### src/rtl/rab_pkg.sv
`default_nettype none

package rab_pkg;

   localparam int DEF_MAX_PATCHES = 64;
   localparam int DEF_MAX_WIDTH   = 1024;
   localparam int DEF_DEPTH_BITS  = 16;

   localparam int ROW_LIMIT   = 1024;
   localparam int ROW_BITS    = 10;
   localparam int LABEL_BITS  = 6;
   localparam int GEOM_BITS   = 11;
   localparam int PATCH_BITS  = 7;
   localparam int LIMIT_BITS  = 16;
   localparam int IN_DEPTH_BITS = 16;
   localparam int COUNT_BITS  = 13;
   localparam int MASK_BITS   = 64;
   localparam int NEIGHBORS   = 3;
   localparam int QUEUE_DEPTH = 4;
   localparam int QPTR_BITS   = 2;

   typedef enum logic [1:0] {
      REG_FRAME_WIDTH  = 2'd0,
      REG_FRAME_HEIGHT = 2'd1,
      REG_PATCH_COUNT  = 2'd2,
      REG_DEPTH_LIMIT  = 2'd3
   } reg_index_type;

   typedef struct packed {
      logic [GEOM_BITS-1:0]  width;
      logic [GEOM_BITS-1:0]  height;
      logic [PATCH_BITS-1:0] patches;
      logic [LIMIT_BITS-1:0] limit;
   } cfg_type;

   typedef struct packed {
      logic                                  eof;
      logic [NEIGHBORS-1:0]                  near;
      logic [NEIGHBORS-1:0]                  touch;
      logic [NEIGHBORS-1:0][LABEL_BITS-1:0]  nb_lab;
      logic [LABEL_BITS-1:0]                 cur_lab;
   } link_type;

endpackage

`default_nettype wire

### src/rtl/rab_queue.sv
`default_nettype none

module rab_queue import rab_pkg::*; (
   input  wire logic     clock,
   input  wire logic     reset,
   input  wire logic     push_valid,
   input  wire link_type push_data,
   output logic          full,
   input  wire logic     pop,
   output link_type      pop_data,
   output logic          empty
);

   link_type               store_ff [QUEUE_DEPTH];
   logic [QPTR_BITS-1:0]   wr_ptr_ff, rd_ptr_ff;
   logic [QPTR_BITS:0]     count_ff, count_in;
   logic                   push;
   logic                   take;

   assign full     = count_ff == (QPTR_BITS+1)'(QUEUE_DEPTH);
   assign empty    = count_ff == '0;
   assign push     = push_valid & ~full;
   assign take     = pop & ~empty;
   assign pop_data = store_ff[rd_ptr_ff];

   always_comb begin
      count_in = count_ff;
      if (push & ~take) begin
         count_in = count_ff + (QPTR_BITS+1)'(1);
      end else if (take & ~push) begin
         count_in = count_ff - (QPTR_BITS+1)'(1);
      end
   end

   always_ff @(posedge clock) begin
      if (reset) begin
         wr_ptr_ff <= '0;
         rd_ptr_ff <= '0;
         count_ff  <= '0;
      end else begin
         count_ff <= count_in;
         if (push) begin
            wr_ptr_ff <= wr_ptr_ff + QPTR_BITS'(1);
         end
         if (take) begin
            rd_ptr_ff <= rd_ptr_ff + QPTR_BITS'(1);
         end
      end
   end

   always_ff @(posedge clock) begin
      if (push) begin
         store_ff[wr_ptr_ff] <= push_data;
      end
   end

endmodule

`default_nettype wire

### config.mk
export PLATFORM = sky130hd
export DESIGN_NAME = rab_queue
export DESIGN_NICKNAME = d
export VERILOG_FILES = /design/src/rtl/rab_pkg.sv /design/src/rtl/rab_queue.sv
export SDC_FILE = /design/constraint.sdc
export NUM_CORES = 1
export LEC_CHECK = 0
export BUFFER_PORTS_ARGS = -buffer_cell sky130_fd_sc_hd__buf_2
export CAP_MARGIN = 20
export CORE_ASPECT_RATIO = 1.75
export CORE_MARGIN = 2
export CORE_UTILIZATION = 55
export DETAILED_ROUTE_END_ITERATION = 8
export PLACE_DENSITY = 0.86
export SYNTH_ARGS = -nofsm -noshare
export SYNTH_HDL_FRONTEND = slang
export SYNTH_SLANG_ARGS = --single-unit
### constraint.sdc
create_clock -name clock -period 3.74 [get_ports clock]
set_input_delay 0.748 -clock clock [delete_from_list [all_inputs] [get_ports clock]]
set_output_delay 0.748 -clock clock [all_outputs]
set_load 0.005 [all_outputs]
; ---- Word-level counts from Yosys, hierarchy flattened
; Memories as Yosys holds them, arrays and structs flattened. A register that Yosys moved wholly into a read port is not among the register bits.
; Index checks and enable logic that the tools add are counted.
[op_classes]
bitwise = 8
reduce_logical = 2
n_addsub = 4
n_eq_ne = 1
mux = 6
[op_table]
columns = cell, count
row1 = two-way mux 3 bit, 2
row2 = "adder 2 x 1 -> 2 bit, second input constant", 2
row3 = AND 1 bit, 4
row4 = two-way mux 2 bit, 2
row5 = inverter 1 bit, 4
row6 = "adder 3 x 1 -> 3 bit, second input constant", 1
row7 = "== test 3 bit, second input constant", 1
row8 = logical NOT 3 bit, 1
row9 = "subtractor 3 x 1 -> 3 bit, second input constant", 1
row10 = two-way mux 1 bit, 2
row11 = nonzero test 2 bit, 1
[totals]
mem_bits_rw = 124
ff_bits = 7
word_cells = 25
mem_count = 1
out_inout_bits = 33
in_bits = 35
[memory_table]
columns = name, depth, word_bits, read_ports, rd_clocked_by_memory_dff, wr, line
row1 = store_ff, 4, 31, 1, 1, 1, rab_queue.sv:14  ; link_type store_ff [QUEUE_DEPTH];

; ---- Depth between registers and ports, before layout
; Gate-level depths: netlist (run 1).
[depth]
ltp_word = 7
mapped_depth = 8

; ---- Least setup slack after synthesis (run 1)
; No wires, ideal clock.
[synth_path]
path_kind = input -> register
from = input push_valid
to = register count_ff[2]
arrival_time_ns = 2.163
required_ns = 3.670
setup_ns = 0.070
slack_ns = 1.507
stages = 8
path_buffers = 0
path_cell_list = inv_1 nor2_2 ha_1 inv_1 fa_1 xor2_1 or3_1 a21oi_1
[synth_via]
elab_chain_len = 4
[synth_lines]
columns = item, line
row1 = from (decl), rab_queue.sv:6  ; input wire logic push_valid,
row2 = AND 1 bit (*), rab_queue.sv:22  ; assign push = push_valid & ~full;
row3 = net push, rab_queue.sv:17  ; logic push;
row4 = inverter 1 bit, rab_queue.sv:30  ; end else if (take & ~push) begin
row5 = AND 1 bit, rab_queue.sv:30
row6 = nonzero test 2 bit (no source line), n/a
row7 = to (signal assigned), rab_queue.sv:41  ; count_ff <= count_in;
row8 = to (decl), rab_queue.sv:16  ; logic [QPTR_BITS:0] count_ff, count_in;
; Mark *: on every way through the listed nets, which the timed path passes. The rest lies on a longest branch.
; A chain may end at the register's enable or synchronous reset.

==> impl_metrics.ini, run 1 <==
[finish]
regArea_um2 = 3906
final_area_um2 = 6038
final.fill_count = 527
layout_commonest_cell = edfxtp_1
final_cell_mix = edfxtp_1 (124), buf_2 (67), mux4_2 (30)
multi_input_area_um2 = 978.4
diodes = 0
syn2layout_area_growth_pct = 22.12
final_layout_size_suffix_gt1_frac = 0.4536
final_util = 0.6919
layout.nets = 330

[setup_path]
max_stage_delay_ns = 0.63
path_max_fanout = 19
crit_family = flip-flops
end_kind = output pin
r2r-end = count_ff[2]
crit_slowest_cell = dfxtp_2
cp.required_ns = 2.99
arrival_ns = 2.00
r2r_cells = 8
critPathLaunchType = flop
r2r_setup_slack_ns = 1.58
path_depth = 3
endpoint = pop_data[9]
path_class = reg -> out
path_cells = buf_12 -> mux4_2 -> buf_2
regToRegStartpoint = count_ff[0]
cp_num_buf_inv = 2

[power_and_ir_drop]
swShare = 0.2328
share_seq_of_total_power = 0.431
clock_power_share = 0.396
power.net_switching_mw = 1.035
power.internal_mw = 3.410
power_density_nw_per_um2 = 736.1
power.total_mw = 4.445
ir_worst_vdd_mv = 0.5956
power.leakage_nw = 2.088
p_comb_frac = 0.173

[route]
drc = 0
vias = 2283
wl_per_cell_um = 19.78
ant_nets = 0
drt_iter0_markers = 203
first_pass_iters = 4
viasPerCell = 5.449
routed_wl_um = 8287

[clock_tree]
cts-htree-levels = 4
cts_tree = yes
cts_buffers = 17
clk_path_buf_depth = 2
path_clk_slew_ns = 0.06
ctsRootBufferMaster = clkbuf_16
cts_resized = 0
clock_latency_ns = 0.40
holdBufCountCts = 0
cts_setup_buffers = 0
clock_sinks = 133

[place]
place.port_buffers = 67
post-dp-hpwl_um = 4853
place_area_um2 = 5401
place_congestion = 0.7279

[sta]
fmax_mhz = 363.7
period_share = 0.7352
finClkSkew_ns = 0.006734
finalCriticalPeriod_ns = 2.750
finalMaxSlewViolations = 0
fin_setup_tns_ns = 0
maxSlewHeadroom = 0.4415
tightest_slew_ns = 0.8377
hold_ws_ns = 0.5111
finalHoldViolCount = 0
setup_viol = 0
rsz0062_at_grt = false

[synth]
synth.distinct_cells = 23
synth_warnings = 0
synth-seq-cells = 133
syn_inst = 209
synth_top_cell_area_share = 0.7530
synth_nets = 250
ys_seq_area_frac = 0.7895
avgSynthCellArea_um2 = 23.66
synth_area_um2 = 4945
synth_top_area_cell = edfxtp_1
yosys-top-cells-area = edfxtp_1 (75%), mux4_2 (14%), dfxtp_1 (3.6%)

[global_route]
grt_max_degree = 32
grt_pass1_vias = 2500
gr-total-overflow = 0
antenna_found_initial = 0
grt_pass1_wl_um = 12760
grt_use_total = 0.1920

[floorplanning]
core_um2 = 8727
fp.dieArea_um2 = 9795
die_y_um = 129.4
ioPinCount = 68
start_util = 0.5666
die_w_um = 75.68
rows = 45

[worst_hold_path]
hold_class = reg -> reg

[run_status]
status = complete, no violations

[run]
cap_viol_max_count = 0
==> cell type report <==
class / count / area share
clock inverter: 15 / 0.03502
multi-input combinational: 65 / 0.1620
timing repair buffer: 68 / 0.05885
inverter: 4 / 0.002487
sequential: 133 / 0.6469
clock buffer: 17 / 0.07045
tap: 117 / 0.02424
==> logic make-up (layout without fill, tap and decap cells) <==
family / Yosys count / after routing / synth area share
buf+inv: 11 / 104 / 0.01366
simple gates: 16 / 16 / 0.01872
flops: 133 / 133 / 0.7895
mux: 33 / 33 / 0.1460
xor+xnor: 4 / 4 / 0.007084
compound gates: 6 / 6 / 0.008350
fa+ha+maj: 6 / 6 / 0.01670
==> worst min-delay path by stage <==
stage / start / to / slack, ns / cells after the start
global route: wr_ptr_ff[1] / wr_ptr_ff[1] / 0.55 / 2
CTS: wr_ptr_ff[1] / wr_ptr_ff[1] / 0.52 / 2
detailed placement: wr_ptr_ff[1] / wr_ptr_ff[1] / 0.51 / 2
finish: wr_ptr_ff[1] / wr_ptr_ff[1] / 0.51 / 2
floorplan: wr_ptr_ff[1] / wr_ptr_ff[1] / 0.48 / 2
global placement: wr_ptr_ff[1] / wr_ptr_ff[1] / 0.49 / 2
==> flip-flops by register name, indices dropped and copies added, names as in the netlist, named ones only <==
name       cells
wr_ptr_ff      2
count_ff       3
rd_ptr_ff      2
store_ff     124
==> through the flow <==
step / cells / setup slack, ns
floorplan: 209 / 1.507
global placement: 387 / 1.374
detailed placement: 387 / 1.299
CTS: 419 / 0.9202
global route: 419 / 0.8637
finish: 419 / 0.9903
==> per-layer routing <==
metal | track usage | share of wire
met3 | 0.06143 | 0.051
met5 | 0 | 0
met4 | 0.1176 | 0.024
met2 | 0.3095 | 0.54
met1 | 0.2177 | 0.38
==> cell usage after synthesis <==
library cell  number
a21oi_1            2
and2_1             4
buf_2              3
buf_6              3
clkbuf_1           1
dfxtp_1            9
edfxtp_1         124
fa_1               1
ha_1               5
inv_1              4
mux2i_1            2
mux4_1             1
mux4_2            30
nand2b_1           2
nor2_1             5
nor2_2             1
nor3_1             1
nor3b_2            1
o21ai_0            2
o311ai_1           1
o31ai_2            1
or3_1              2
xor2_1             4
==> tightest hold or removal path, stage by stage, from the launching register on <==
cell	delay, ns
dfxtp_1	0.33
nand2b_1	0.08
mux2i_1	0.06
==> power by group through the flow <==
stage	clock, mW	sequential, mW	combinational [mW]
5_1_grt	1.85	1.94	0.842
4_1_cts	1.79	1.92	0.784
2_1_floorplan	0	1.87	0.558
6_report	1.76	1.92	0.768
3_5_place_dp	0	1.95	0.777
3_3_place_gp	0	1.94	0.769
Note: power is estimated with default switching activity, not from simulation.
==> run 2: changes to the inputs <==
- CORE_UTILIZATION: 55 -> 51
- PLACE_DENSITY: 0.86 -> 0.84
- clock period: 3.74 -> 2.3 ns (I/O delays scaled with it)
==> run 2 against run 1 <==
Against the previous run: worst hold slack worse by 0.25 ns; largest cell class unchanged; clock skew is 0.0026 ns lower; first-iteration DRC count decreased by 25%; routed wire length is 5.5% higher; non-clock buffer count increased by 11; die area increased by 7.5%.
==> impl_metrics.ini, run 2 (synthesized netlist as in run 1, its figures left out) <==
[finish]
final_cell_mix = edfxtp_1 (124), buf_2 (67), mux4_2 (30)
syn2layout_area_growth_pct = 22.62
top_regs = store_ff x124, count_ff x3
layout.nets = 341
multi_input_area_um2 = 978.4
largest_reg_flops = 124
layout.cells.non_filler = 435
regMostFlops = store_ff
diodes = 0
final_layout_size_suffix_gt1_frac = 0.4633
regArea_um2 = 3909
final.fill_count = 630
layout_commonest_cell = edfxtp_1

[setup_path]
path_class = reg -> out
r2r-end = count_ff[2]
regToRegStartpoint = count_ff[1]
r2r_cells = 7
cp_num_buf_inv = 2
path_cells = buf_12 -> mux4_1 -> buf_2
r2r_setup_slack_ns = 0.15
arrival_ns = 1.77
path_max_fanout = 12
crit_family = multiplexers
cp.required_ns = 1.84
max_stage_delay_ns = 0.56
crit_slowest_cell = mux4_1
end_kind = output pin
critPathLaunchType = flop

[floorplanning]
fp.dieArea_um2 = 10530
die_y_um = 134.3
ioPinCount = 68
start_util = 0.5223
die_w_um = 78.44
rows = 47
core_um2 = 9468

[sta]
setup_viol = 0
rsz0062_at_grt = false
finalMaxSlewViolations = 0
finalHoldViolCount = 0
fmax_mhz = 449.1
maxSlewHeadroom = 0.8106
tightest_slew_ns = 0.2797
fin_setup_tns_ns = 0
finalCriticalPeriod_ns = 2.227
finClkSkew_ns = 0.004099
hold_ws_ns = 0.2645
period_share = 0.9682

[route]
drt_iter0_markers = 153
wl_per_cell_um = 20.09
ant_nets = 0
routed_wl_um = 8739
first_pass_iters = 4
drc = 0
vias = 2330
viasPerCell = 5.356

[global_route]
grt_use_total = 0.1853
grt_pass1_wl_um = 13740
grt_pass1_vias = 2570
gr-total-overflow = 0
antenna_found_initial = 0
grt_max_degree = 25

[worst_hold_path]
hold_class = in -> reg
min_from = push_data[5]
min_path_cells = 1
holdPathEnd = store_ff[3][5]

[clock_tree]
cts_setup_buffers = 0
clock_sinks = 133
holdBufCountCts = 0
path_clk_slew_ns = 0.06
cts_tree = yes
cts-htree-levels = 4
clk_path_buf_depth = 2
clock_latency_ns = 0.41
cts_buffers = 17
ctsRootBufferMaster = clkbuf_16

[power_and_ir_drop]
power_density_nw_per_um2 = 1139
power.leakage_nw = 2.118
ir_worst_vdd_mv = 0.8644

[place]
post-dp-hpwl_um = 5743
place.port_buffers = 67
dp.cells = 403
place_congestion = 0.7165

[run]
cap_viol_max_count = 0

[run_status]
status = complete, no violations
## run 2: cell count changes in the layout (fill, tap and decap cells not counted)
cell	delta
bufinv_16	-4
clkinv_2	+1
clkbuf_1	+3
dfxtp_4	+1
dfxtp_2	-1
clkbuf_8	+2
clkinvlp_4	-2
buf_12	+2
buf_4	+9
## run 2: cell type report
class	count	area share
clock inverters	10	0.01341
clock buffers	22	0.07656
multi-input cells	65	0.1614
inverters	4	0.002476
repair buffers	79	0.07635
well taps	122	0.02518
flip-flops and latches	133	0.6447
## run 2: per-layer routing
metal / track usage / vias up / part of all wire / routed length (µm)
met5: 0 / - / 0 / 0
met4: 0.08772 / 0 / 0.018 / 161
met3: 0.05384 / 16 / 0.037 / 325
met2: 0.3391 / 56 / 0.58 / 5089
met1: 0.1909 / 1204 / 0.36 / 3163
li1: - / 1054 / - / -
## run 2: metrics by stage
step | instance area [µm²] | total power [mW] | setup slack (ns) | utilization
2_1_floorplan | 4945 | 3.954 | 0.3170 | -
3_3_place_gp | 5515 | 4.494 | 0.3159 | 0.5825
3_5_place_dp | 5515 | 4.546 | 0.1437 | 0.5825
4_1_cts | 6063 | 6.987 | 0.05054 | 0.6404
5_1_grt | 6063 | 7.195 | 0.007958 | 0.6404
6_report | 6063 | 6.906 | 0.07314 | 0.6404
## run 2: worst register-to-register path: stages (launching register included)
cell     delay [ns]
dfxtp_1        0.38
o31ai_2        0.35
ha_1           0.26
inv_1          0.07
fa_1           0.38
xor2_1         0.17
or3_1          0.31
a21oi_1        0.16
## run 2: power by group
group / internal, mW / switching, mW
Clock: 1.53 / 0.912
Combinational: 0.779 / 0.623
Sequential: 2.92 / 0.142
Total: 5.23 / 1.68
## run 2: worst max-delay path by stage
stage / start / to / slack, ns / depth (start not counted)
after floorplan: count_ff[0] / count_ff[2] / 0.32 / 8
after global placement: push_valid / count_ff[2] / 0.32 / 9
after detailed placement: count_ff[1] / count_ff[2] / 0.14 / 7
after CTS: flop / pop_data[2] / 0.05 / 3
after global routing: flop / pop_data[6] / 0.008 / 3
final: flop / pop_data[24] / 0.07 / 3
## run 2: repair_timing
action	in CTS	in global routing
hold endpoints to repair	0	0
setup endpoints to repair	13	0
resized for setup	1	0
==> run 3: changes to the inputs <==
- PLACE_DENSITY: 0.84 -> default
- PLACE_DENSITY_LB_ADDON: default -> 0.25
==> run 3 against run 2 <==
Against the previous run: flip-flop and latch count did not move; global-route usage fell by 1.4 points; first-iteration DRC count fell by 27%.
==> impl_metrics.ini, run 3 (synthesized netlist as in run 1, its figures left out) <==
[run_status]
status = complete, no violations

[clock_tree]
clock_sinks = 133
cts_tree = yes
clock_latency_ns = 0.41
cts-htree-levels = 4
cts_resized = 0
clk_path_buf_depth = 2
cts_buffers = 17
ctsRootBufferMaster = clkbuf_16
cts_setup_buffers = 0
path_clk_slew_ns = 0.05
holdBufCountCts = 0

[floorplanning]
die_y_um = 134.3
fp.dieArea_um2 = 10530
ioPinCount = 68
rows = 47
core_um2 = 9468
die_w_um = 78.44
start_util = 0.5223

[power_and_ir_drop]
share_seq_of_total_power = 0.443
power.total_mw = 6.817
ir_worst_vdd_mv = 0.6796
power.internal_mw = 5.226
power.net_switching_mw = 1.591
p_comb_frac = 0.203
power.leakage_nw = 2.103
swShare = 0.2334
power_density_nw_per_um2 = 1129
clock_power_share = 0.354

[sta]
tightest_slew_ns = 0.3443
hold_ws_ns = 0.2672
finalHoldViolCount = 0
finalCriticalPeriod_ns = 2.143
finalMaxSlewViolations = 0
fmax_mhz = 466.7
maxSlewHeadroom = 0.7668
period_share = 0.9316
setup_viol = 0
rsz0062_at_grt = false
finClkSkew_ns = 0.006902
setup_slack_ns = 0.1573
fin_setup_tns_ns = 0

[setup_path]
cp.required_ns = 1.84
crit_slowest_cell = mux4_1
max_stage_delay_ns = 0.57
cp_num_buf_inv = 2
endpoint = pop_data[24]
r2r_setup_slack_ns = 0.22
path_cells = buf_12 -> mux4_1 -> buf_2
r2r_cells = 7
path_depth = 3
regToRegStartpoint = count_ff[1]
end_kind = output pin
r2r-end = count_ff[2]
arrival_ns = 1.68
path_max_fanout = 22
crit_family = multiplexers
path_class = reg -> out
critPathLaunchType = flop

[route]
first_pass_iters = 4
routed_wl_um = 8126
drc = 0
drt_iter0_markers = 111
wl_per_cell_um = 18.81
vias = 2307
ant_nets = 0
viasPerCell = 5.340

[finish]
final.fill_count = 680
final_cell_mix = edfxtp_1 (124), buf_2 (67), mux4_2 (30)
syn2layout_area_growth_pct = 22.06
final_layout_size_suffix_gt1_frac = 0.4466
layout.nets = 340
final_area_um2 = 6036
multi_input_area_um2 = 978.4
regMostFlops = store_ff
largest_reg_flops = 124
layout_commonest_cell = edfxtp_1
regArea_um2 = 3906
top_regs = store_ff x124, count_ff x3

[global_route]
grt_pass1_wl_um = 12760
grt_max_degree = 32
gr-total-overflow = 0
grt_use_total = 0.1714
antenna_found_initial = 1
grt_pass1_vias = 2485

[place]
place.port_buffers = 67
place_area_um2 = 5508
place_congestion = 0.7019
post-dp-hpwl_um = 4987
place_ws_ns = 0.2303

[run]
cap_viol_max_count = 0

[worst_hold_path]
hold_class = in -> reg
run 3: cell count changes in the layout (fill, tap and decap cells not counted):
| cell | change |
|---|---|
| dfxtp_4 | -1 |
| clkinv_1 | +3 |
| bufinv_16 | +1 |
| dfxtp_2 | +1 |
| buf_4 | -1 |
| diode_2 | +1 |
| clkbuf_8 | -2 |
| clkinv_4 | -1 |
| clkinvlp_4 | -2 |
| clkinv_2 | -2 |
run 3: area by class of cell:
type | count | area share
Multi-Input combinational cell | 65 | 0.1621
Tap cell | 122 | 0.02529
Clock buffer | 20 | 0.07235
Sequential cell | 133 | 0.6472
Inverter | 4 | 0.002488
Clock inverter | 9 | 0.01472
Timing Repair Buffer | 78 | 0.07546
Antenna cell | 1 | 0.0004146
run 3: worst min path at each step:
| stage | start | endpoint | slack, ns | depth (start not counted) |
|---|---|---|---|---|
| 2_1_floorplan | wr_ptr_ff[1] | wr_ptr_ff[1] | 0.48 | 2 |
| 3_3_place_gp | wr_ptr_ff[1] | wr_ptr_ff[1] | 0.50 | 2 |
| 3_5_place_dp | wr_ptr_ff[1] | wr_ptr_ff[1] | 0.51 | 2 |
| 4_1_cts | push_data[10] | store_ff[2][10] | 0.25 | 1 |
| 5_1_grt | push_data[20] | store_ff[0][20] | 0.26 | 1 |
| 6_report | push_data[10] | store_ff[2][10] | 0.27 | 1 |
run 3: power by group through the flow:
stage               logic, mW  clock network [mW]  registers, mW
detailed placement       1.42                   0           3.07
floorplan               0.907                   0           3.05
global placement         1.41                   0           3.05
global route             1.52                2.55           3.05
CTS                      1.43                2.46           3.02
finish                   1.39                2.41           3.02
run 3: per-stage QoR:
stage / utilization / instances
after floorplan: - / 209
after global placement: 0.5817 / 402
after detailed placement: 0.5817 / 402
after CTS: 0.6372 / 431
after global routing: 0.6375 / 432
final: 0.6375 / 432
run 3: routing by layer:
layer / vias to the layer above / wire [µm] / share of wire / global-route usage
li1: 1050 / - / - / -
met1: 1186 / 3116 / 0.38 / 0.1880
met2: 56 / 4493 / 0.55 / 0.2926
met3: 15 / 346 / 0.043 / 0.05922
met4: 0 / 169 / 0.021 / 0.08772
met5: - / 0 / 0 / 0
