$ cat src/rtl/rab_pkg.sv
`default_nettype none

package rab_pkg;

   localparam int DEF_MAX_PATCHES = 64;
   localparam int DEF_MAX_WIDTH   = 1024;
   localparam int DEF_DEPTH_BITS  = 16;

   localparam int ROW_LIMIT   = 1024;
   localparam int ROW_BITS    = 10;
   localparam int LABEL_BITS  = 6;
   localparam int GEOM_BITS   = 11;
   localparam int PATCH_BITS  = 7;
   localparam int LIMIT_BITS  = 16;
   localparam int IN_DEPTH_BITS = 16;
   localparam int COUNT_BITS  = 13;
   localparam int MASK_BITS   = 64;
   localparam int NEIGHBORS   = 3;
   localparam int QUEUE_DEPTH = 4;
   localparam int QPTR_BITS   = 2;

   typedef enum logic [1:0] {
      REG_FRAME_WIDTH  = 2'd0,
      REG_FRAME_HEIGHT = 2'd1,
      REG_PATCH_COUNT  = 2'd2,
      REG_DEPTH_LIMIT  = 2'd3
   } reg_index_type;

   typedef struct packed {
      logic [GEOM_BITS-1:0]  width;
      logic [GEOM_BITS-1:0]  height;
      logic [PATCH_BITS-1:0] patches;
      logic [LIMIT_BITS-1:0] limit;
   } cfg_type;

   typedef struct packed {
      logic                                  eof;
      logic [NEIGHBORS-1:0]                  near;
      logic [NEIGHBORS-1:0]                  touch;
      logic [NEIGHBORS-1:0][LABEL_BITS-1:0]  nb_lab;
      logic [LABEL_BITS-1:0]                 cur_lab;
   } link_type;

endpackage

`default_nettype wire

$ cat src/rtl/rab_csr.sv
`default_nettype none

module rab_csr import rab_pkg::*; #(
   parameter int MAX_PATCHES = DEF_MAX_PATCHES,
   parameter int MAX_WIDTH   = DEF_MAX_WIDTH
) (
   input  wire logic        clock,
   input  wire logic        reset,
   input  wire logic        psel,
   input  wire logic        penable,
   input  wire logic        pwrite,
   input  wire logic [3:0]  paddr,
   input  wire logic [31:0] pwdata,
   output logic      [31:0] prdata,
   output logic             pready,
   output cfg_type          cfg
);

   logic [GEOM_BITS-1:0]  width_ff, width_in;
   logic [GEOM_BITS-1:0]  height_ff, height_in;
   logic [PATCH_BITS-1:0] patches_ff, patches_in;
   logic [LIMIT_BITS-1:0] limit_ff, limit_in;
   logic                  wr_en;
   reg_index_type         reg_sel;

   assign pready  = 1'b1;
   assign wr_en   = psel & penable & pwrite;
   assign reg_sel = reg_index_type'(paddr[3:2]);

   always_comb begin
      width_in   = width_ff;
      height_in  = height_ff;
      patches_in = patches_ff;
      limit_in   = limit_ff;
      if (wr_en) begin
         unique case (reg_sel)
            REG_FRAME_WIDTH:  width_in   = pwdata[GEOM_BITS-1:0];
            REG_FRAME_HEIGHT: height_in  = pwdata[GEOM_BITS-1:0];
            REG_PATCH_COUNT:  patches_in = pwdata[PATCH_BITS-1:0];
            REG_DEPTH_LIMIT:  limit_in   = pwdata[LIMIT_BITS-1:0];
            default: ;
         endcase
      end
   end

   always_ff @(posedge clock) begin
      if (reset) begin
         width_ff   <= GEOM_BITS'(640);
         height_ff  <= GEOM_BITS'(480);
         patches_ff <= PATCH_BITS'(64);
         limit_ff   <= LIMIT_BITS'(20);
      end else begin
         width_ff   <= width_in;
         height_ff  <= height_in;
         patches_ff <= patches_in;
         limit_ff   <= limit_in;
      end
   end

   always_comb begin
      unique case (reg_sel)
         REG_FRAME_WIDTH:  prdata = 32'(width_ff);
         REG_FRAME_HEIGHT: prdata = 32'(height_ff);
         REG_PATCH_COUNT:  prdata = 32'(patches_ff);
         REG_DEPTH_LIMIT:  prdata = 32'(limit_ff);
         default:          prdata = '0;
      endcase
   end

   // clamp geometry and patch count to what the hardware holds
   always_comb begin
      cfg.limit = limit_ff;
      if (width_ff == '0) begin
         cfg.width = GEOM_BITS'(1);
      end else if (int'(width_ff) > MAX_WIDTH) begin
         cfg.width = GEOM_BITS'(MAX_WIDTH);
      end else begin
         cfg.width = width_ff;
      end
      if (height_ff == '0) begin
         cfg.height = GEOM_BITS'(1);
      end else if (int'(height_ff) > ROW_LIMIT) begin
         cfg.height = GEOM_BITS'(ROW_LIMIT);
      end else begin
         cfg.height = height_ff;
      end
      if (patches_ff == '0) begin
         cfg.patches = PATCH_BITS'(1);
      end else if (int'(patches_ff) > MAX_PATCHES) begin
         cfg.patches = PATCH_BITS'(MAX_PATCHES);
      end else begin
         cfg.patches = patches_ff;
      end
   end

endmodule

`default_nettype wire

$ cat config.mk
export PLATFORM = sky130hd
export DESIGN_NAME = rab_csr
export DESIGN_NICKNAME = d
export VERILOG_FILES = /design/src/rtl/rab_pkg.sv /design/src/rtl/rab_csr.sv
export SDC_FILE = /design/constraint.sdc
export NUM_CORES = 1
export LEC_CHECK = 0
export BUFFER_PORTS_ARGS = -buffer_cell sky130_fd_sc_hd__buf_2
export CORE_ASPECT_RATIO = 1.75
export CORE_MARGIN = 10
export CORE_UTILIZATION = 41
export DETAILED_ROUTE_END_ITERATION = 10
export PLACE_DENSITY_LB_ADDON = 0.2
export SLEW_MARGIN = 10
export SYNTH_ARGS = -nofsm -noshare
export SYNTH_HDL_FRONTEND = slang
export SYNTH_SLANG_ARGS = --single-unit
$ cat constraint.sdc
create_clock -name clock -period 1.87 [get_ports clock]
set_input_delay 0.374 -clock clock [delete_from_list [all_inputs] [get_ports clock]]
set_output_delay 0.374 -clock clock [all_outputs]
set_load 0.01 [all_outputs]
Word-level counts from Yosys, hierarchy flattened
Index checks and enable logic that the tools add are counted.
Widths: inputs -> output; s select.
- flip-flop bits (word level): 45
- latch bits: 0
- memory bits (read-only): 0
- RAM bits: 0
- bits of input ports: 41
- output and inout bits: 78
- memories kept: 0
- bitwise logic cells: 2
- reductions and logical operators: 8
- mux-type cells: 7
- magnitude comparators: 3
- div/mod/pow operators: 0
- add/subtract/negate cells: 0
- multipliers: 0
- equal/unequal tests: 3
- shift-type cells: 0
- operator list (cell ; count):
    $pmux 32 s4 ; 1
    $mux 11 ; 4
    $gt 11x11->1 const B ; 2
    $logic_not 11->1 ; 2
    $mux 7 ; 2
    $reduce_and 2->1 ; 4
    $gt 7x7->1 const B ; 1
    $logic_not 7->1 ; 1
    $eq 2x2->1 const B ; 2
    $and 1x1->1 ; 2
    $eq 2x1->1 const B ; 1
    $logic_not 2->1 ; 1

Longest topological paths before layout
Gate-level depths: netlist (run 1).
- depth after elaboration: 3
- depth in mapped cells: 4
- depth with buffers taken out: 3

Worst setup path before layout (run 1)
No wires, ideal clock.
- path kind: input port to output port
- start point: input port paddr[2]
- end point: output port prdata[0]
- data required time: 1496 ps
- path buffers: 2
- cell stages on the path: 3
- arrival: 1118 ps
- setup slack: 378 ps
- cell sequence: buf_2 > buf_2 > mux4_2
- longest elaborated chain between the ends: 2
- elaborated cells on any way between the ends: 5
- ends and longest elaborated chain (element ; RTL line ; source):
    start, declared ; rab_csr.sv:12 ; input wire logic [3:0] paddr,
    $eq 2x2->1, or another cell as far along ; rab_csr.sv:61 ; unique case (reg_sel)
    $pmux 32 s4 (*) ; rab_csr.sv:61 ;
    end, declared ; rab_csr.sv:14 ; output logic [31:0] prdata,
Mark *: on every way between the ends. The rest lies on a longest branch, timed or not. The select of a mux whose other input is x is not followed.

Final worst setup path (run 1)
- start point: register patches_ff[6]
- end point: output port prdata[6]
- longest elaborated chain between the ends: 1
- ends and longest elaborated chain (element ; RTL line ; source):
    start, declared ; rab_csr.sv:21 ; logic [PATCH_BITS-1:0] patches_ff, patches_in;
    start signal, assigned ; rab_csr.sv:55 ; patches_ff <= patches_in;
    $pmux 32 s4 ; rab_csr.sv:61 ;
No other way between the ends. The select of a mux whose other input is x is not followed.

==> results list, run 1 <==
- Status: finished, final reports clean
- Final count of pins violating max slew: 0
- Of all nets on the critical path, the largest fanout is 9.
- Initial Util: 42.6%
* Routed wire per std cell: 16.8 um
- STA puts the critical path data required time at 1500 ps.
- Most frequent cells after synthesis: sky130_fd_sc_hd__dfxtp_1 (45), sky130_fd_sc_hd__mux2i_1 (35), sky130_fd_sc_hd__nand2b_1 (32)
* Clock transition at the registers of the reported paths: 80 ps
* Bufs on Longest Clock Path: 2
* Hold WS: 346 ps
- At the worst endpoint, the arrival time is 1400 ps.
- Top achievable clock speed: 563 MHz
- Post-detailed-route count of antenna-violating nets: 0
- Number of global-route vias before repair: 2189
* Length in cells of the worst reg-to-reg path: 3
- Number of failing setup endpoints in the final timing report: 0
- Sequential share of the synthesized area: 35.4%
- Peak supply drop: 0.389 mV
- Clock latency reported for the late side of the worst-skew pair: 300 ps
* Number of distinct library cells after synthesis: 27
* H-tree levels: 2
- Slew @ Worst Pin: 567 ps
- Routed wire length: 7.43 mm
- Broken down by cell family, the worst path's largest delay share belongs to multiplexers.
- Summing every instance area after synthesis gives 2540 um2.
- Setup crit start kind: flop
- Number of instances in the synthesized netlist: 288
* Core region area: 5970 um2
* Clk root buf: sky130_fd_sc_hd__clkbuf_8
- Areal power density over the cells: 643 nW/um2
* Category of the worst setup path capture point: primary output
- Buf/Inv on CP: 1
* Sinks on Clock Net: 45
- From synthesis to final layout, the design area changed by 22.2%.
- Class of the worst hold path: primary input to flop
- Most frequent cell after synthesis: sky130_fd_sc_hd__dfxtp_1
- Vias/cell: 4.92
- RSZ-0062 raised after global routing: no
* Post-route fraction of the period consumed by the critical path: 94.9%
- # DRC: 0
- Last weighted congestion value of the routability-driven placer: 0.845
- The routed design could run at a clock period as short as 1780 ps.
- Between clock sinks in the finished design, the worst skew comes to 0 ps.
* Crit-path cells: mux4_2 -> buf_2
- Number of buffers added on ports: 83
- In this run, post-CTS hold repair placed 0 buffers.
- The worst pin sits at a relative slew slack of 62.2%.
- TritonCTS built the clock tree.
- The number of antenna diodes in the final layout is 0.
- At the placement stage, the worst setup path has a slack of -33.0 ps.
- After floorplanning, the core was divided into 37 placement rows.
- From left edge to right edge, the die measures 79.5 um.
- Share of final-layout standard cells stronger than drive strength 1: 31.2%
- For this run, the leading register cell type out of synthesis is sky130_fd_sc_hd__dfxtp_1.
- The largest total area in the synthesized netlist belongs to sky130_fd_sc_hd__dfxtp_1.
* Number of logic stages on the critical path including buffering: 2
- Before antenna repair, the detailed router went through 4 iterations.
- Area share of the largest cell type after synthesis: 35.4%
- In this run the static leakage power is 0.00149 uW.
* Post-layout net count: 405
- Avg Inst Size Synth: 8.83 um2
* CP max-delay cell: sky130_fd_sc_hd__mux4_2
- In this run the vertical extent of the chip is 124 um.
* Cell depth of the worst min-delay path: 3
- In this run, the number of DRC markers left after iteration 0 of detailed routing was 99.
* Final number of hold-violating endpoints: 0
- Wire length of the first global-routing pass: 11.3 mm
- Final worst-path setup slack: 94.4 ps
- Count of flip-flops with a built-in enable after synthesis: 0
- Overall track demand over capacity in global routing: 14.5%
- Entering global routing, the biggest net connects 33 pins.
* Number of max-cap violations: 0
* Vias after detailed routing: 2179
- Counting flops and latches in the post-synthesis netlist gives 45.
- Peak per-stage delay on the critical path: 500 ps
* Antenna violations before repair: 0
- The floorplan step defined a die boundary enclosing 9870 um2.
- Start-to-end type of the worst setup path: flop to primary output
- Count of boundary I/O pins: 119
- During synthesis, Yosys emitted a total of 0 warnings.
- Buffers inserted during clock tree synthesis total 5.
* Most area-consuming cells after synthesis: sky130_fd_sc_hd__dfxtp_1 (35%), sky130_fd_sc_hd__mux2i_1 (14%), sky130_fd_sc_hd__nand2b_1 (7.9%), sky130_fd_sc_hd__nor2b_1 (7.6%), sky130_fd_sc_hd__mux4_2 (6.2%)
* Half-perimeter wire length after detailed placement: 5.69 mm
- After synthesis, the share of flip-flops with an asynchronous set or reset is 0%.
- The total overflow left after global routing is 0.
## repair_timing
action                     in CTS  in global routing
buffers inserted                0                  0
gates resized for setup         2                  1
setup endpoints to repair       8                  1
gates cloned                    0                  0
## flip-flops by register name, indices dropped and copies added, names as in the netlist
name and cells:
height_ff 11, limit_ff 16, patches_ff 7, width_ff 11
## layout make-up
type | count | area, um2
clock buffer | 6 | 82.6
multi-input combinational | 210 | 1450
clock inverter | 2 | 37.5
inverter | 8 | 30.0
fill | 596 | 2860
tap | 78 | 97.6
timing repair buffer | 94 | 513
sequential | 45 | 901
## cells by family (layout without fill, tap and decap cells)
family,after synthesis,after routing,share of synthesized area (%)
flops,45,45,35.4
compound gates,35,35,6.89
mux,42,42,20.0
other cells,2,17,0.295
buf+inv,48,110,10.5
simple gates,116,116,26.9
## power by group
group          switching, uW  internal (uW)  total (uW)
sequential              13.7            970         984
combinational            137            101         238
clock                    341            435         776
## cell usage in the layout (no fill, tap or decap), types with 3 or more instances in the layout
master / count
sky130_fd_sc_hd__buf_4: 11
sky130_fd_sc_hd__nor4_1: 3
sky130_fd_sc_hd__nor2_1: 21
sky130_fd_sc_hd__o21ai_0: 27
sky130_fd_sc_hd__clkbuf_8: 6
sky130_fd_sc_hd__nor2b_1: 31
sky130_fd_sc_hd__nand2b_1: 32
sky130_fd_sc_hd__inv_1: 8
sky130_fd_sc_hd__conb_1: 17
sky130_fd_sc_hd__a21oi_1: 7
sky130_fd_sc_hd__or3_1: 7
sky130_fd_sc_hd__nand2_1: 5
sky130_fd_sc_hd__dfxtp_1: 45
sky130_fd_sc_hd__mux4_2: 7
sky130_fd_sc_hd__buf_2: 82
sky130_fd_sc_hd__mux2i_1: 35
sky130_fd_sc_hd__and3_1: 5
## worst reg2reg max path, stage by stage (launching register included)
cell and delay (ps):
sky130_fd_sc_hd__dfxtp_1 470, sky130_fd_sc_hd__buf_4 210, sky130_fd_sc_hd__nand2b_1 60, sky130_fd_sc_hd__mux2i_1 120
## path summary, 6_finish.rpt
check	slack (ps)	from	to
max	90	patches_ff[6]$_SDFFE_PP1P_	prdata[6]
min	350	pwdata[4]	limit_ff[4]$_SDFFE_PP1P_
max reg2reg	950	height_ff[10]$_SDFFE_PP0P_	height_ff[10]$_SDFFE_PP0P_
min reg2reg	490	limit_ff[12]$_SDFFE_PP0P_	limit_ff[12]$_SDFFE_PP0P_
## routing by layer
metal  global-route usage [%]  part of all wire [%]  routed length [um]  up-vias
met1                     15.5                    41                3010     1020
li1                         -                     -                   -     1081
met3                     5.34                   8.9                 663        6
met4                     5.41                   1.4                 101        0
met2                     25.2                    49                3650       72
met5                        0                     0                   0        -
## per-stage QoR
step	setup TNS, ps	total power (uW)	cell area [um2]	utilization (%)	cells
3_5_place_dp	-74.5	1240	2970	49.7	435
5_1_grt	0	2070	3110	52.0	443
6_report	0	2000	3110	52.0	443
4_1_cts	0	2010	3100	51.9	443
2_1_floorplan	0	1170	2600	-	303
3_3_place_gp	-42.0	1240	2970	49.7	435
No activity file was read; power rests on OpenSTA's default activity.
==> inputs of run 2 (changes only) <==
Settings changed: ABC_AREA set to 1, SLEW_MARGIN 10 to 20.
==> run 2 against run 1 <==
Effect of this change:
- synthesized area down 5.4%
- via count up 14%
- largest power group unchanged
- sequential share of layout area up 1.5 points
- critical path type unchanged
==> results list, run 2 <==
- Wire length of the first global-routing pass: 12.4 mm
- Once the floorplan was initialized, standard cells occupied 42.7% of the core.
- Subtracting the final worst setup slack from the clock period gives 1750 ps.
- Setup violations remaining at the end of the flow were counted as 0.
- Synthesis inferred 45 register bits.
- By instance count, the cell type seen most on the critical path is sky130_fd_sc_hd__nor2_2.
- Top library cells by usage in the layout, fill and taps aside: sky130_fd_sc_hd__nor2_1 (102), sky130_fd_sc_hd__buf_2 (83), sky130_fd_sc_hd__nand2_1 (48)
* Core region area: 5630 um2
- limit_ff holds more flip-flops than any other register.
* Net switching share of the total power: 27.5%
- Initial DRT Pass Iterations: 4
* Number of global-route vias before repair: 2450
* Pint: 1330 uW
- Count of buffers added by post-CTS timing repair for setup: 0
- Netlist Area Pre-Place: 2410 um2
- Antenna violations before repair: 0
* Ys async rst share: 0%
- sky130_fd_sc_hd__nor2_1 is the most common cell in the netlist.
- Die Span Y: 121 um
- Final TNS setup: 0 ps
- Global routing consumed, over all layers together, 16.2% of the routing resources.
- In this run the static leakage power is 0.00153 uW.
- Most area-consuming cells after synthesis: sky130_fd_sc_hd__dfxtp_1 (37%), sky130_fd_sc_hd__nor2_1 (17%), sky130_fd_sc_hd__nand2_1 (7.5%), sky130_fd_sc_hd__inv_1 (6.2%), sky130_fd_sc_hd__buf_4 (5.3%)
* Clock latency reported for the late side of the worst-skew pair: 290 ps
- H-tree levels: 2
* Power share of the sequential group: 54.3%
- The largest single stage delay on the critical path is 330 ps.
- Crit-path max FO: 8
- Counting every sink on the clock net gives 45.
- Power spread over the standard cell area amounts to 622 nW/um2.
* Part of the power in the clock network: 31.6%
- The count of endpoints failing hold in the final timing report is 0.
- Sequential share of the synthesized area: 37.4%
* Count of boundary I/O pins: 119
- Number of instances in the synthesized netlist: 358
- In this run, synthesis inferred 0 flip-flops with an integrated enable.
- Data on the critical path arrives at its endpoint at 1380 ps.
- Commonest register cell after synthesis: sky130_fd_sc_hd__dfxtp_1
- For this design, the slowest cell found on the critical path is sky130_fd_sc_hd__dfxtp_1.
- The final-report max-slew violation count came to 0.
- Broken down by cell family, the worst path's largest delay share belongs to simple AND/OR/NAND/NOR gates.
- Share of power burned in combinational logic: 14.1%
- CTS Buf Count: 5
* Final core utilization: 52.4%
* Top achievable clock speed: 572 MHz
* Number of max-cap violations: 0
- After layout, the worst path uses 93.6% of the clock period.
- In the routed design, unresolved DRC markers number 0.
* Switching pwr: 505 uW
- Largest registers in the final layout: limit_ff (16), height_ff (11), width_ff (11)
- Status: finished, final reports clean
* X dimension of the die: 77.9 um
- Number of warnings issued by yosys: 0
- The number of buffers and inverters on the critical path is 1.
- Crit-path cells: nor2_2 -> nand3_1 -> nor2_2 -> nor2_4 -> nor2_1 -> buf_2
- Clock transition at the registers of the reported paths: 80 ps
- The initialized floorplan defines 36 standard-cell rows.
- Last weighted congestion value of the routability-driven placer: 0.898
- Post-layout net count: 485
* Peak supply drop: 0.335 mV
- Setup crit start kind: flop
* Area share of the largest cell type after synthesis: 37.4%
- FILL cells: 606
* Most frequent cells after synthesis: sky130_fd_sc_hd__nor2_1 (109), sky130_fd_sc_hd__nand2_1 (48), sky130_fd_sc_hd__dfxtp_1 (45)
* Most common cell after layout, fill and taps aside: sky130_fd_sc_hd__nor2_1
* Routed wire per std cell: 15.1 um
- On the final layout, the worst clock skew is 0 ps.
- The worst hold path belongs to the class primary input to flop.
- Total global routing overflow: 0
- The number of different library cells used by synthesis comes to 25.
- The routed layout has 2493 vias.
- P&R area growth vs syn: 22.7%
* Leading area contributor after synthesis: sky130_fd_sc_hd__dfxtp_1
- Half-perimeter wire length after detailed placement: 6.24 mm
* Flip-flop count of the largest register after layout: 16
* Start-to-end type of the worst setup path: flop to primary output
- RSZ-0062 raised after global routing: no
- No sink is reached through more buffers than the 2 on the longest clock path.
- Share of final-layout standard cells stronger than drive strength 1: 29.2%
- Number of antenna diodes: 0
- DIE AREA: 9450 um2
* Clock tree from TritonCTS: done
* Critical path data required time: 1500 ps
- Post-detailed-route count of antenna-violating nets: 0
- Pin count of the biggest net entering global routing: 46
- Using the TritonRoute via totals, the vias-per-cell ratio works out to 4.79.
- The count of buffers added on input and output ports is 83.
- Drt first-iter violations: 96
* Routed wire length: 7.88 mm
- The worst setup path is captured at a primary output.
- The tree is rooted in a sky130_fd_sc_hd__clkbuf_8.
- After synthesis, the mean cell area works out to 6.72 um2.
[run 2: layout make-up]
cell class	count	area, um2	area share, %
Multi-Input combinational cell	254	1210	40.9
Tap cell	76	95.1	3.22
Inverter	44	168	5.68
Clock buffer	7	76.3	2.59
Timing Repair Buffer	94	498	16.9
Clock inverter	1	7.51	0.254
Sequential cell	45	901	30.5
[run 2: what timing repair did]
action                     4_1_cts  5_1_grt
hold buffers                     0        0
setup endpoints to repair        8       15
pin swaps                        0        1
gates cloned                     0        0
gates resized for setup          1        7
[run 2: worst register-to-register path: stages, from the launching register on]
cell	delay [ps]
sky130_fd_sc_hd__dfxtp_1	330
sky130_fd_sc_hd__buf_4	150
sky130_fd_sc_hd__o21ai_0	160
sky130_fd_sc_hd__nor2_1	60
[run 2: worst paths after layout]
| kind | start | to | slack [ps] | cells after the start |
|---|---|---|---|---|
| worst max-delay path | width_ff[2]$_SDFFE_PP0P_ | cfg[35] | 120 | 6 |
| worst min-delay path | pwdata[15] | limit_ff[15]$_SDFFE_PP0P_ | 310 | 3 |
| worst max register to register | width_ff[2]$_SDFFE_PP0P_ | width_ff[2]$_SDFFE_PP0P_ | 1070 | 3 |
| worst min register to register | limit_ff[2]$_SDFFE_PP1P_ | limit_ff[2]$_SDFFE_PP1P_ | 520 | 2 |
[run 2: metrics by stage]
stage	area [um2]	hold slack, ps	total power [uW]	worst slack [ps]	cells
2_1_floorplan	2460	484	1190	454	373
3_3_place_gp	2850	502	1270	190	513
3_5_place_dp	2850	511	1280	188	513
4_1_cts	2930	300	1850	33.2	521
5_1_grt	2950	300	1930	13.5	521
6_report	2950	305	1840	120	521
[run 2: power by group through the flow]
stage	Sequential [uW]	Combinational (uW)	Clock, uW
2_1_floorplan	1020	168	0
3_3_place_gp	1020	255	0
3_5_place_dp	1020	257	0
4_1_cts	996	258	599
5_1_grt	999	288	640
6_report	996	259	579
[run 2: metal layers]
metal	share of wire, %	GRT usage [%]	up-vias	wire, um
met5	0	0	-	0
met4	3.0	7.32	0	234
met3	7.8	5.79	12	615
met2	51	28.4	90	4030
met1	38	16.9	1135	3000
li1	-	-	1256	-
[run 2: cells by family after synthesis]
logic type / after synthesis / share of synthesized area, %
buffers and inverters: 74 / 15.7
other: 2 / 0.312
AOI/OAI and AO/OA: 55 / 14.2
DFF: 45 / 37.4
and+or+nand+nor: 182 / 32.3
==> inputs of run 3 (changes only) <==
Settings changed: CORE_UTILIZATION 41 to 35.
==> run 3 against run 2 <==
Effect of this change:
- die area rose by 13%
- fmax fell by 2.3%
- clock power grew 48%
- clock skew unchanged
- global-route usage decreased by 1.5 points
- cell count rose by 1.2%
- largest cell class unchanged
- largest power group unchanged
==> results list, run 3 (synthesis results as in run 2) <==
- Number of failing setup endpoints in the final timing report: 0
* Post-detailed-route count of antenna-violating nets: 0
- Initial DRT Pass Iterations: 4
- The largest single stage delay on the critical path is 370 ps.
- Flip-flop count of the largest register after layout: 16
- By startpoint and endpoint, the worst setup path is classified as flop to primary output.
* DIE AREA: 10700 um2
- CP max-delay cell: sky130_fd_sc_hd__dfxtp_2
- Final critical-path required period: 1790 ps
- Overall track demand over capacity in global routing: 14.7%
* Share of final-layout standard cells stronger than drive strength 1: 29.1%
- Clock transition at the registers of the reported paths: 60 ps
- Register ranked first by flip-flop count: limit_ff
- For this run, design rule violations remaining after detail routing come to 0.
* Crit-path cells: nor2_4 -> nand3_1 -> nor2_1 -> nor2_1 -> buf_4 -> nor2_1 -> buf_2
- Leaving out fill and tap cells, the most frequent cell in the layout is sky130_fd_sc_hd__nor2_1.
- Final number of hold-violating endpoints: 0
* Initial Util: 35.6%
- The cell that appears most often on the critical path is sky130_fd_sc_hd__nor2_1.
* Number of buffers added on ports: 83
- Cell depth of the worst min-delay path: 3
- Largest registers in the final layout: limit_ff (16), height_ff (11), width_ff (11)
- Cells fill 44.4% of the core in the end.
- The share of total power dissipated in sequential elements is 47.3%.
- The first global-routing pass estimated 12.2 mm of wire.
- The placed instances occupy a cell area of 2840 um2.
- Per report_power, the clock group accounts for 40.5% of the total.
* P&R area growth vs syn: 24.6%
- The detailed router placed 2471 vias in this run.
- R2r startpoint: width_ff[5]$_SDFFE_PP0P_
- X dimension of the die: 82.7 um
* Floorplan row count: 40
- The clock passes through at most 2 buffers.
- Core region area: 6760 um2
- STA classifies the critical path startpoint as a flop.
- For the worst flop-to-flop path, the logic depth is 3.
- After routing the design area is 3000 um2.
* Hold WS: 314 ps
- Total global routing overflow: 0
- The first routing iteration left 115 violations.
* RSZ-0062 raised after global routing: yes
- The final-report max-slew violation count came to 0.
- Die Span Y: 130 um
* Peak supply drop: 0.520 mV
* Setup slack on the worst flop-to-flop path: 1100 ps
- CTS built an H-tree with a depth of 2.
- The worst hold path begins at pwdata[15].
- At the worst endpoint, the required time is 1500 ps.
- Sinks on Clock Net: 45
- Global-route met3 utilization: 3.61%
- Net switching is 26.3% of the power.
- Buffers inserted during clock tree synthesis total 5.
- In this run the power density over the cells is 704 nW/um2.
- After detailed routing, the number of vias per cell comes to 4.69.
- Clk root buf: sky130_fd_sc_hd__clkbuf_16
- Category of the worst setup path capture point: primary output
- For this design the static power due to leakage is 0.00155 uW.
- Count of boundary I/O pins: 119
* Clock tree from TritonCTS: done
- Between clock sinks in the finished design, the worst skew comes to 0 ps.
- Crit-path max FO: 4
- For hold timing, the worst endpoint is limit_ff[15]$_SDFFE_PP0P_.
- The initial antenna violation count came to 0.
- Routed wire per std cell: 15.5 um
* Routed wire length: 8.17 mm
* Status: finished, final reports clean
- Pin count of the biggest net entering global routing: 46
- Count of buffers added by post-CTS timing repair for setup: 0
- Summed over all nets, the switching power comes to 556 uW.
- Global-route layer with the greatest usage: met2
* Routing usage on met2: 25.6%
* Overall Power: 2110 uW
- Share of power burned in combinational logic: 12.2%
- Endpoint of the most critical register-to-register path: width_ff[5]$_SDFFE_PP0P_
- In the final design database the tool counted 483 nets.
- Half-perimeter wire length after detailed placement: 6.43 mm
- Internal power comes to 1560 uW.
- Number of global-route vias before repair: 2346
* Class of the worst hold path: primary input to flop
- Post-route fraction of the period consumed by the critical path: 95.8%
- The congestion estimate from routability-driven global placement came to 0.869.
- In the layout the commonest cells are sky130_fd_sc_hd__nor2_1 (104), sky130_fd_sc_hd__buf_2 (83), sky130_fd_sc_hd__nand2_1 (48).
- Number of max-cap violations: 0
- Number of antenna diodes: 0
* Final TNS setup: 0 ps
* Clock latency reported for the late side of the worst-skew pair: 280 ps
- Worst Path Arrival: 1420 ps
* Top achievable clock speed: 558 MHz
* Global routing usage on met1: 16.5%
[run 3: changes by cell type in the layout (fill, tap and decap cells not counted), sizes merged]
| cell | delta |
|---|---|
| buf | -2 |
| clkinv | +2 |
| clkbuf | -1 |
| clkinvlp | -1 |
[run 3: worst max path at each step]
stage                                         start        end  slack (ps)
after global routing       width_ff[2]$_SDFFE_PP0P_    cfg[38]         -10
after detailed placement                   paddr[2]  prdata[5]         170
after global placement                     paddr[2]  prdata[4]         160
final                      width_ff[6]$_SDFFE_PP0P_    cfg[38]          80
after floorplan                            paddr[3]  prdata[1]         450
after CTS                 height_ff[0]$_SDFFE_PP0P_    cfg[25]           7
[run 3: cell type report]
cell class	count	area, um2
clock buffers	6	129
clock inverters	2	10.0
fillers	786	3760
inverters	44	168
multi-input cells	254	1200
flip-flops and latches	45	903
well taps	84	105
repair buffers	92	483
[run 3: metal layers]
layer / vias to the layer above / wire length, um
li1: 1248 / -
met1: 1126 / 3130
met2: 90 / 4210
met3: 7 / 685
met4: 0 / 140
met5: - / 0
[run 3: timing repair]
action                                  CTS  global route
cloned                                    0             0
endpoints found under the setup margin    8            15
gates resized for setup                   2             6
hold buffers                              0             0
[run 3: critical path: cells and delay by family, from the launching register on]
family                 cells  cell delay [ps]
and+or+nand+nor            5              470
buffers and inverters      2              290
DFF                        1              370
[run 3: power by group through the flow]
stage	clock network, uW	registers [uW]	logic, uW
6_report	855	1000	257
5_1_grt	904	1000	285
3_3_place_gp	0	1020	254
3_5_place_dp	0	1020	256
2_1_floorplan	0	1020	168
4_1_cts	869	999	257
[run 3: per-stage QoR]
stage / setup WS (ps) / cells
2_1_floorplan: 454 / 373
3_3_place_gp: 163 / 519
3_5_place_dp: 172 / 519
4_1_cts: 7.49 / 527
5_1_grt: -12.4 / 527
6_report: 79.4 / 527
